## config.mk

```make
export PLATFORM = sky130hd
export DESIGN_NAME = lidar_ring_column_projection_flat
export DESIGN_NICKNAME = d
export VERILOG_FILES = /design/src/lrcp_pkg.sv /design/src/lrcp_point_if.sv /design/src/lrcp_result_if.sv /design/src/lrcp_cordic.sv /design/src/lidar_ring_column_projection.sv /design/src/flat_wrapper.sv
export SDC_FILE = /design/constraint.sdc
export NUM_CORES = 2
export LEC_CHECK = 0
export BUFFER_PORTS_ARGS = -buffer_cell sky130_fd_sc_hd__buf_2
export CAP_MARGIN = 20
export CORE_MARGIN = 4
export CORE_UTILIZATION = 45
export DETAILED_ROUTE_END_ITERATION = 6
export PLACE_DENSITY = 0.65
export SYNTH_ARGS = -nofsm -noshare
export SYNTH_HDL_FRONTEND = slang
export SYNTH_SLANG_ARGS = --single-unit
```

## constraint.sdc

```tcl
create_clock -name clk -period 8.75 [get_ports clk]
set_clock_uncertainty 0.05 [all_clocks]
set_input_delay 0.875 -clock clk [delete_from_list [all_inputs] [get_ports clk]]
set_output_delay 0.875 -clock clk [all_outputs]
set_load 0.1 [all_outputs]
```

## src/lrcp_pkg.sv

```systemverilog
// ----------------------------------------------------------------------------
// lrcp_pkg
// Shared constants, register codes and the arctangent table for the lidar
// ring/column projection.
// ----------------------------------------------------------------------------
package lrcp_pkg;

  localparam int COORD_BITS_DEFAULT = 20;
  localparam int ANGLE_BITS_DEFAULT = 16;

  localparam int RING_BITS   = 8;
  localparam int COLUMN_BITS = 12;
  localparam int ADDR_BITS   = 20;

  // configuration port
  localparam int CFG_INDEX_BITS = 1;
  localparam int CFG_DATA_BITS  = 12;

  localparam logic [CFG_INDEX_BITS-1:0] REG_RING_COUNT   = 1'd0;
  localparam logic [CFG_INDEX_BITS-1:0] REG_COLUMN_COUNT = 1'd1;

  localparam logic [RING_BITS-1:0]   RING_COUNT_RESET   = 8'd64;
  localparam logic [COLUMN_BITS-1:0] COLUMN_COUNT_RESET = 12'd2083;

  // angles are fractions of a full turn, 2^32 per turn
  localparam logic [31:0] QUARTER_TURN       = 32'h4000_0000;
  localparam logic [31:0] THREE_QUARTER_TURN = 32'hC000_0000;

  // atan(2^-i) in turn units
  function automatic logic [31:0] atan_turn(input logic [4:0] idx);
    logic [31:0] v;
    case (idx)
      5'd0:    v = 32'h20000000;
      5'd1:    v = 32'h12E4051E;
      5'd2:    v = 32'h09FB385B;
      5'd3:    v = 32'h051111D4;
      5'd4:    v = 32'h028B0D43;
      5'd5:    v = 32'h0145D7E1;
      5'd6:    v = 32'h00A2F61E;
      5'd7:    v = 32'h00517C55;
      5'd8:    v = 32'h0028BE53;
      5'd9:    v = 32'h00145F2F;
      5'd10:   v = 32'h000A2F98;
      5'd11:   v = 32'h000517CC;
      5'd12:   v = 32'h00028BE6;
      5'd13:   v = 32'h000145F3;
      5'd14:   v = 32'h0000A2FA;
      5'd15:   v = 32'h0000517D;
      5'd16:   v = 32'h000028BE;
      5'd17:   v = 32'h0000145F;
      5'd18:   v = 32'h00000A30;
      5'd19:   v = 32'h00000518;
      5'd20:   v = 32'h0000028C;
      5'd21:   v = 32'h00000146;
      5'd22:   v = 32'h000000A3;
      5'd23:   v = 32'h00000051;
      default: v = 32'h00000000;
    endcase
    return v;
  endfunction

endpackage

```

## src/lrcp_point_if.sv

```systemverilog
// ----------------------------------------------------------------------------
// lrcp_point_if
// Valid/ready channel carrying one lidar point item.
// ----------------------------------------------------------------------------
interface lrcp_point_if #(
  parameter int COORD_BITS = 20
) ();
  logic                         valid;
  logic                         ready;
  logic signed [COORD_BITS-1:0] point_x;
  logic signed [COORD_BITS-1:0] point_y;
  logic                         first_of_cloud;

  modport source (output valid, point_x, point_y, first_of_cloud, input ready);
  modport sink   (input valid, point_x, point_y, first_of_cloud, output ready);
endinterface

```

## src/lrcp_result_if.sv

```systemverilog
// ----------------------------------------------------------------------------
// lrcp_result_if
// Valid/ready channel carrying one grid placement item.
// ----------------------------------------------------------------------------
interface lrcp_result_if ();
  logic        valid;
  logic        ready;
  logic        placed;
  logic [7:0]  row_index;
  logic [11:0] column_index;
  logic [19:0] cell_address;

  modport source (output valid, placed, row_index, column_index, cell_address,
                  input ready);
  modport sink   (input valid, placed, row_index, column_index, cell_address,
                  output ready);
endinterface

```

## src/lrcp_cordic.sv

```systemverilog
// ----------------------------------------------------------------------------
// lrcp_cordic
// Iterative vectoring CORDIC: one micro-rotation per cycle, returns the
// azimuth of (x, y) as an unsigned binary angle over a full turn.
// ----------------------------------------------------------------------------
module lrcp_cordic
  import lrcp_pkg::*;
#(
  parameter int COORD_BITS = COORD_BITS_DEFAULT,
  parameter int ANGLE_BITS = ANGLE_BITS_DEFAULT
) (
  input  logic                         clk,
  input  logic                         rst,
  input  logic                         start,
  input  logic signed [COORD_BITS-1:0] x_in,
  input  logic signed [COORD_BITS-1:0] y_in,
  output logic                         done,
  output logic [ANGLE_BITS-1:0]        angle
);

  // 24 fraction bits plus headroom for the gain and the quarter turn
  localparam int W  = COORD_BITS + 26;
  localparam int IW = $clog2(ANGLE_BITS);
  localparam logic [IW-1:0] LAST_STEP = IW'(ANGLE_BITS - 1);

  logic signed [W-1:0] x;
  logic signed [W-1:0] y;
  logic [31:0]         z;
  logic [IW-1:0]       step;
  logic                busy;
  logic                origin;

  logic signed [W-1:0] xs;
  logic signed [W-1:0] ys;
  logic signed [W-1:0] dx;
  logic signed [W-1:0] dy;
  logic [31:0]         z_round;

  assign xs = {{(W-COORD_BITS){x_in[COORD_BITS-1]}}, x_in} << 24;
  assign ys = {{(W-COORD_BITS){y_in[COORD_BITS-1]}}, y_in} << 24;

  assign dx = y >>> step;
  assign dy = x >>> step;

  always_ff @(posedge clk) begin
    if (rst) begin
      busy <= 1'b0;
      done <= 1'b0;
      step <= '0;
    end else begin
      done <= 1'b0;
      if (start) begin
        busy <= 1'b1;
        step <= '0;
      end else if (busy) begin
        step <= step + 1'b1;
        if (step == LAST_STEP) begin
          busy <= 1'b0;
          done <= 1'b1;
        end
      end
    end
  end

  always_ff @(posedge clk) begin
    if (start) begin
      origin <= (x_in == '0) && (y_in == '0);
      // fold into the right half plane first
      if (x_in[COORD_BITS-1] && !y_in[COORD_BITS-1]) begin
        x <= ys;
        y <= -xs;
        z <= QUARTER_TURN;
      end else if (x_in[COORD_BITS-1]) begin
        x <= -ys;
        y <= xs;
        z <= THREE_QUARTER_TURN;
      end else begin
        x <= xs;
        y <= ys;
        z <= '0;
      end
    end else if (busy) begin
      if (!y[W-1]) begin
        x <= x + dx;
        y <= y - dy;
        z <= z + atan_turn(5'(step));
      end else begin
        x <= x - dx;
        y <= y + dy;
        z <= z - atan_turn(5'(step));
      end
    end
  end

  // round half up to the top angle bits, wrapping at a full turn
  assign z_round = z + (32'd1 << (31 - ANGLE_BITS));
  assign angle   = origin ? '0 : z_round[31 -: ANGLE_BITS];

endmodule

```

## src/lidar_ring_column_projection.sv

```systemverilog
// ----------------------------------------------------------------------------
// lidar_ring_column_projection
// Projects lidar points onto a ring x column range image grid.
// ----------------------------------------------------------------------------
// a point to be placed passes ST_ROTATE, where the cordic does one step per
// cycle, then ST_COLMUL, ST_COLWRAP and ST_ADDRMUL to ST_DONE; a point that is
// not placed goes straight from ST_IDLE to ST_DONE; the result is registered
// when the output is free, and a new point is taken only back in ST_IDLE
// reset (synchronous, active high) sets ring_count 64, column_count 2083,
// current ring -1 and clears the azimuth history; there is no clearing pass
module lidar_ring_column_projection
  import lrcp_pkg::*;
#(
  parameter int COORD_BITS = COORD_BITS_DEFAULT,
  parameter int ANGLE_BITS = ANGLE_BITS_DEFAULT
) (
  input  logic                      clk,
  input  logic                      rst,
  lrcp_point_if.sink                point,
  lrcp_result_if.source             result,
  input  logic                      cfg_we,
  input  logic [CFG_INDEX_BITS-1:0] cfg_index,
  input  logic [CFG_DATA_BITS-1:0]  cfg_data
);

  typedef enum logic [5:0] {
    ST_IDLE    = 6'b000001,
    ST_ROTATE  = 6'b000010,
    ST_COLMUL  = 6'b000100,
    ST_COLWRAP = 6'b001000,
    ST_ADDRMUL = 6'b010000,
    ST_DONE    = 6'b100000
  } state_t;

  localparam int PW = ANGLE_BITS + COLUMN_BITS;

  state_t state;
  state_t state_next;

  logic [RING_BITS-1:0]   ring_count;
  logic [COLUMN_BITS-1:0] column_count;
  logic signed [8:0]      current_ring;
  logic                   prev_nonpositive;

  logic                   place;
  logic [RING_BITS-1:0]   row;
  logic [COLUMN_BITS-1:0] col;
  logic [PW-1:0]          col_prod;
  logic [ADDR_BITS-1:0]   addr_prod;

  logic                   accept;
  logic                   positive;
  logic                   ring_step;
  logic signed [8:0]      ring_next;
  logic signed [8:0]      ring_limit;
  logic                   place_next;
  logic [PW-1:0]          col_round;
  logic [COLUMN_BITS-1:0] col_raw;
  logic                   out_free;

  logic                   cordic_done;
  logic [ANGLE_BITS-1:0]  angle;

  lrcp_cordic #(
    .COORD_BITS(COORD_BITS),
    .ANGLE_BITS(ANGLE_BITS)
  ) u_cordic (
    .clk   (clk),
    .rst   (rst),
    .start (accept && place_next),
    .x_in  (point.point_x),
    .y_in  (point.point_y),
    .done  (cordic_done),
    .angle (angle)
  );

  assign point.ready = (state == ST_IDLE);
  assign accept      = point.valid && point.ready;
  assign out_free    = !result.valid || result.ready;

  // above zero: y > 0, or y == 0 with x < 0
  assign positive = (!point.point_y[COORD_BITS-1] && (point.point_y != '0)) ||
                    ((point.point_y == '0) && point.point_x[COORD_BITS-1]);

  assign ring_limit = $signed({1'b0, ring_count});
  assign ring_step  = prev_nonpositive && positive && (current_ring < ring_limit);

  always_comb begin
    if (point.first_of_cloud) begin
      ring_next  = positive ? 9'sd0 : -9'sd1;
      place_next = 1'b0;
    end else begin
      ring_next  = current_ring + (ring_step ? 9'sd1 : 9'sd0);
      place_next = !ring_next[8] && (ring_next < ring_limit) && (column_count != '0);
    end
  end

  // rounded column, at most one wrap since it never exceeds column_count
  assign col_round = col_prod + (PW'(1) << (ANGLE_BITS - 1));
  assign col_raw   = col_round[PW-1 -: COLUMN_BITS];

  always_comb begin
    state_next = state;
    case (state)
      ST_IDLE:    if (accept) state_next = place_next ? ST_ROTATE : ST_DONE;
      ST_ROTATE:  if (cordic_done) state_next = ST_COLMUL;
      ST_COLMUL:  state_next = ST_COLWRAP;
      ST_COLWRAP: state_next = ST_ADDRMUL;
      ST_ADDRMUL: state_next = ST_DONE;
      ST_DONE:    if (out_free) state_next = ST_IDLE;
      default:    state_next = ST_IDLE;
    endcase
  end

  always_ff @(posedge clk) begin
    if (rst) begin
      state            <= ST_IDLE;
      ring_count       <= RING_COUNT_RESET;
      column_count     <= COLUMN_COUNT_RESET;
      current_ring     <= -9'sd1;
      prev_nonpositive <= 1'b0;
      result.valid     <= 1'b0;
    end else begin
      state <= state_next;
      if (cfg_we) begin
        case (cfg_index)
          REG_RING_COUNT:   ring_count   <= cfg_data[RING_BITS-1:0];
          REG_COLUMN_COUNT: column_count <= cfg_data;
          default:          ;
        endcase
      end
      if (accept) begin
        current_ring     <= ring_next;
        prev_nonpositive <= !positive;
      end
      if (state == ST_DONE && out_free) begin
        result.valid <= 1'b1;
      end else if (result.ready) begin
        result.valid <= 1'b0;
      end
    end
  end

  always_ff @(posedge clk) begin
    if (accept) begin
      place <= place_next;
      row   <= ring_next[RING_BITS-1:0];
    end
    if (state == ST_COLMUL) begin
      col_prod <= PW'(angle) * PW'(column_count);
    end
    if (state == ST_COLWRAP) begin
      col <= (col_raw >= column_count) ? col_raw - column_count : col_raw;
    end
    if (state == ST_ADDRMUL) begin
      addr_prod <= ADDR_BITS'(row) * ADDR_BITS'(column_count);
    end
    if (state == ST_DONE && out_free) begin
      result.placed       <= place;
      result.row_index    <= place ? row : '0;
      result.column_index <= place ? col : '0;
      result.cell_address <= place ? addr_prod + ADDR_BITS'(col) : '0;
    end
  end

endmodule

```

## src/flat_wrapper.sv

```systemverilog
// flat-port wrapper written by rule: the top's interface ports become plain ports
module lidar_ring_column_projection_flat import lrcp_pkg::*;
#(
  parameter int COORD_BITS = COORD_BITS_DEFAULT,
  parameter int ANGLE_BITS = ANGLE_BITS_DEFAULT
)
  (clk, rst, cfg_we, cfg_index, cfg_data, point_valid, point_point_x, point_point_y, point_first_of_cloud, point_ready, result_valid, result_placed, result_row_index, result_column_index, result_cell_address, result_ready);
  lrcp_point_if #(.COORD_BITS(COORD_BITS)) point_i ();
  lrcp_result_if result_i ();
  input  logic clk;
  input  logic rst;
  input  logic cfg_we;
  input  logic [CFG_INDEX_BITS-1:0] cfg_index;
  input  logic [CFG_DATA_BITS-1:0] cfg_data;
  input wire logic [$bits(point_i.valid)-1:0] point_valid;
  input wire logic [$bits(point_i.point_x)-1:0] point_point_x;
  input wire logic [$bits(point_i.point_y)-1:0] point_point_y;
  input wire logic [$bits(point_i.first_of_cloud)-1:0] point_first_of_cloud;
  output wire logic [$bits(point_i.ready)-1:0] point_ready;
  output wire logic [$bits(result_i.valid)-1:0] result_valid;
  output wire logic [$bits(result_i.placed)-1:0] result_placed;
  output wire logic [$bits(result_i.row_index)-1:0] result_row_index;
  output wire logic [$bits(result_i.column_index)-1:0] result_column_index;
  output wire logic [$bits(result_i.cell_address)-1:0] result_cell_address;
  input wire logic [$bits(result_i.ready)-1:0] result_ready;
  assign point_i.valid = point_valid;
  assign point_i.point_x = point_point_x;
  assign point_i.point_y = point_point_y;
  assign point_i.first_of_cloud = point_first_of_cloud;
  assign point_ready = point_i.ready;
  assign result_valid = result_i.valid;
  assign result_placed = result_i.placed;
  assign result_row_index = result_i.row_index;
  assign result_column_index = result_i.column_index;
  assign result_cell_address = result_i.cell_address;
  assign result_i.ready = result_ready;
  lidar_ring_column_projection #(.COORD_BITS(COORD_BITS), .ANGLE_BITS(ANGLE_BITS)) u_core (.clk(clk), .rst(rst), .point(point_i), .result(result_i), .cfg_we(cfg_we), .cfg_index(cfg_index), .cfg_data(cfg_data));
endmodule
```

==> flow_summary_export.csv <==
group,metric,value,unit
sta,drv_slew,0,
clock_network,ctsResizeCount,0,
logic_synthesis,yosys_register_bits,293,
clock_network,cts_max_path_buffers,3,
power,power.density,126,mW/mm2
floorplanning,design.core.area,0.0809,mm2
final_layout,area_growth,7.45,%
logic_synthesis,synth_area_leaders,"edfxtp_1 (18%), fa_1 (11%), ha_1 (9.4%), mux4_2 (5.1%), nand2_1 (4.9%)",
logic_synthesis,syn_nets,4831,
placed_design,dp_hpwl,82700,um
logic_synthesis,synth_top_area_cell,"edfxtp_1",
logic_synthesis,synth_top_area_share,17.9,%
logic_synthesis,yosys.area_share.simple,18.5,%
placed_design,place_congestion,0.945,
run,maxCapViolations,0,
drt,drtPass1Iterations,5,
sta,max_clock_freq,137,MHz
sta,rsz0062_at_grt,"no",
logic_synthesis,synth_mux_area_share,9.33,%
logic_synthesis,synth_seq_area_share,21.8,%
clock_network,clkSinkCount,293,
logic_synthesis,synth.cell_area,0.0369,mm2
clock_network,numCtsBuffers,40,
placed_design,place_inst,5285,
clock_network,cts_tree,"done",
logic_synthesis,ys_types,88,
setup_path,cpPeakStageDelay,0.56,ns
global_route,grt_first_pass_wirelength,170000,um
logic_synthesis,avgSynthCellArea,8.61,um2
clock_network,cts_setup_buffers,0,
floorplanning,die_area,0.0868,mm2
setup_path,crit_top_cell,"fa_1",
final_layout,fillers,7732,
sta,worst_pin_slew,1.08,ns
drt,via_per_inst,5.96,
global_route,grt_usage,24.2,%
floorplanning,start_util,45.6,%
placed_design,dpl_worst_slack,1.42,ns
sta,fin_ws,1.43,ns
sta,setup_viol,0,
power,power_leakage,16.4,nW
floorplanning,io_pins,102,
global_route,grt_pass1_vias,31562,
setup_path,start_kind,"flip-flop",
drt,antenna_left,0,
drt,routed_wl,107000,um
setup_path,crit_fanout,11,
floorplanning,core.rowCount,104,
clock_network,cts_hold_buf,0,
final_layout,nets,4809,
placed_design,place_area,0.0383,mm2
logic_synthesis,synthArstFlopShare,0,%
logic_synthesis,synth-xor-area-share,7.73,%
power,peakVddDrop,0.000128,V
sta,relSlewSlack,28.0,%
sta,hold_viol,0,
global_route,grt_max_degree,135,
sta,finalCritPeriodShare,83.6,%
floorplanning,die_y,295,um
setup_path,cp_slowest_cell,"nor2_1",
setup_path,endpoint_kind,"flip-flop",
logic_synthesis,synth_compound_area_share,16.2,%
clock_network,path_clk_slew,0.06,ns
setup_path,path_class,"reg2reg",
floorplanning,die_w,295,um
logic_synthesis,synth_top_family_by_area,"adder cells",
final_layout,fin_util,49.1,%
min_path,hold_class,"reg2reg",
logic_synthesis,synth_adder_area_share,20.5,%
drt,vias,31959,
outcome,status,"finished clean",
sta,tns,0,ns
final_layout,stdcell_area,0.0397,mm2
drt,remaining_drc_errors,0,
clock_network,htreeDepth,2,
logic_synthesis,synth_edf_count,220,
clock_network,clockRootBuffer,"clkbuf_16",
setup_path,crit_family,"adder cells",
final_layout,finalNonFillerCells,5362,
logic_synthesis,yosysWarnings,0,
clock_network,insertion_delay,0.61,ns
sta,finalCriticalPeriod,7.32,ns
placed_design,port_buffers,101,
global_route,grt.overflow.total,0,
global_route,antenna_found_initial,2,
drt,drt-initial-drc-count,2263,
drt,wl_per_cell,19.9,um
final_layout,drive_above_1_share,9.30,%
logic_synthesis,ys.flop_type,"edfxtp_1",
logic_synthesis,syn_inst,4290,
setup_path,required,9.04,ns
setup_path,critPathArrivalTime,7.61,ns
setup_path,worst-path-buf-inv,3,
placed cells by master (no fill, tap or decap), types with 17 or more instances in the layout:
cell         n
a211oi_1    35
a21o_1      88
a21oi_1    290
a31oi_1     47
and2_1     106
and3_1      42
buf_2      101
buf_4       40
clkbuf_16   44
dfxtp_1     69
edfxtp_1   220
fa_1       204
ha_1       278
inv_1      343
mux2_2      58
mux2i_1     82
mux4_2      83
nand2_1    479
nand2b_1    31
nand3_1     79
nand4_1     34
nor2_1     369
nor2b_1     49
nor3_1     133
nor4_1      31
o211ai_1    58
o21a_1      29
o21ai_0    201
o21bai_1    21
o22ai_1     21
or2_2       17
or3_1       26
xnor2_1    200
xor2_1     126
worst paths after layout:
kind,from,end,slack (ns),depth (start not counted)
setup / recovery,u_core.u_cordic.z[18],u_core.col_prod[27],1.43,26
hold reg to reg,u_core.ring_count[3],u_core.ring_count[3],0.41,2
setup reg to reg,u_core.u_cordic.z[18],u_core.col_prod[27],1.43,26
hold / removal,u_core.ring_count[3],u_core.ring_count[3],0.41,2
cell families after synthesis:
family | after synthesis
AO/OA/AOI/OAI | 947
XOR/XNOR | 326
adder cells (fa/ha/maj) | 482
buffers and inverters | 560
flip-flops | 293
multiplexers | 231
AND/OR/NAND/NOR | 1451
worst min-delay path, cell delays in order (launching register included):
cell and delay (ns):
dfxtp_1 0.31, nand2_1 0.05, a21oi_1 0.05
stage by stage:
stage	power (W)	hold WS [ns]
CTS	0.00505	0.412
detailed placement	0.00331	0.400
global placement	0.00328	0.396
finish	0.00501	0.414
global route	0.00534	0.435
floorplan	0.00294	0.386
layout make-up:
type	count	area, um2	share of cell area (%)
antenna	2	5.00	0.0126
clock inverter	20	236	0.596
sequential	293	8080	20.4
clock buffer	54	1160	2.91
multi-input combinational	3437	26700	67.2
tap	1060	1330	3.34
timing repair buffer	146	897	2.26
inverter	350	1320	3.32
synthesized netlist by cell type, types with 11 or more instances:
cell type	n
nand2_1	479
nor2_1	369
inv_1	345
a21oi_1	290
ha_1	278
edfxtp_1	220
fa_1	204
o21ai_0	201
xnor2_1	200
clkbuf_1	145
nor3_1	134
xor2_1	126
and2_1	106
a21o_1	88
mux4_2	83
mux2i_1	82
nand3_1	79
dfxtp_1	73
mux2_2	58
o211ai_1	58
nor2b_1	50
a31oi_1	47
and3_1	42
a211oi_1	35
nand4_1	34
nand2b_1	32
nor4_1	31
o21a_1	29
buf_1	27
or3_1	26
o21bai_1	21
o22ai_1	21
buf_2	20
or2_2	17
o31ai_1	15
a221oi_1	14
buf_4	14
a22oi_1	13
a21boi_0	12
nor3b_1	12
a22o_1	11
per-layer routing:
metal | up-vias | global-route usage, % | share of wire [%]
met4 | 2 | 9.06 | 4.1
met3 | 276 | 3.45 | 6.4
met2 | 1211 | 42.1 | 48
li1 | 15149 | - | -
met5 | - | 0 | 0.012
met1 | 15321 | 30.7 | 42
where the power goes:
part	leakage, nW	internal (W)	switching (W)	total (W)
logic	13.1	0.000683	0.000967	0.00165
clock network	0.683	0.00101	0.000717	0.00172
registers	2.58	0.00159	0.0000473	0.00164
total	16.4	0.00328	0.00173	0.00501
(Power assumes the default switching activity.)
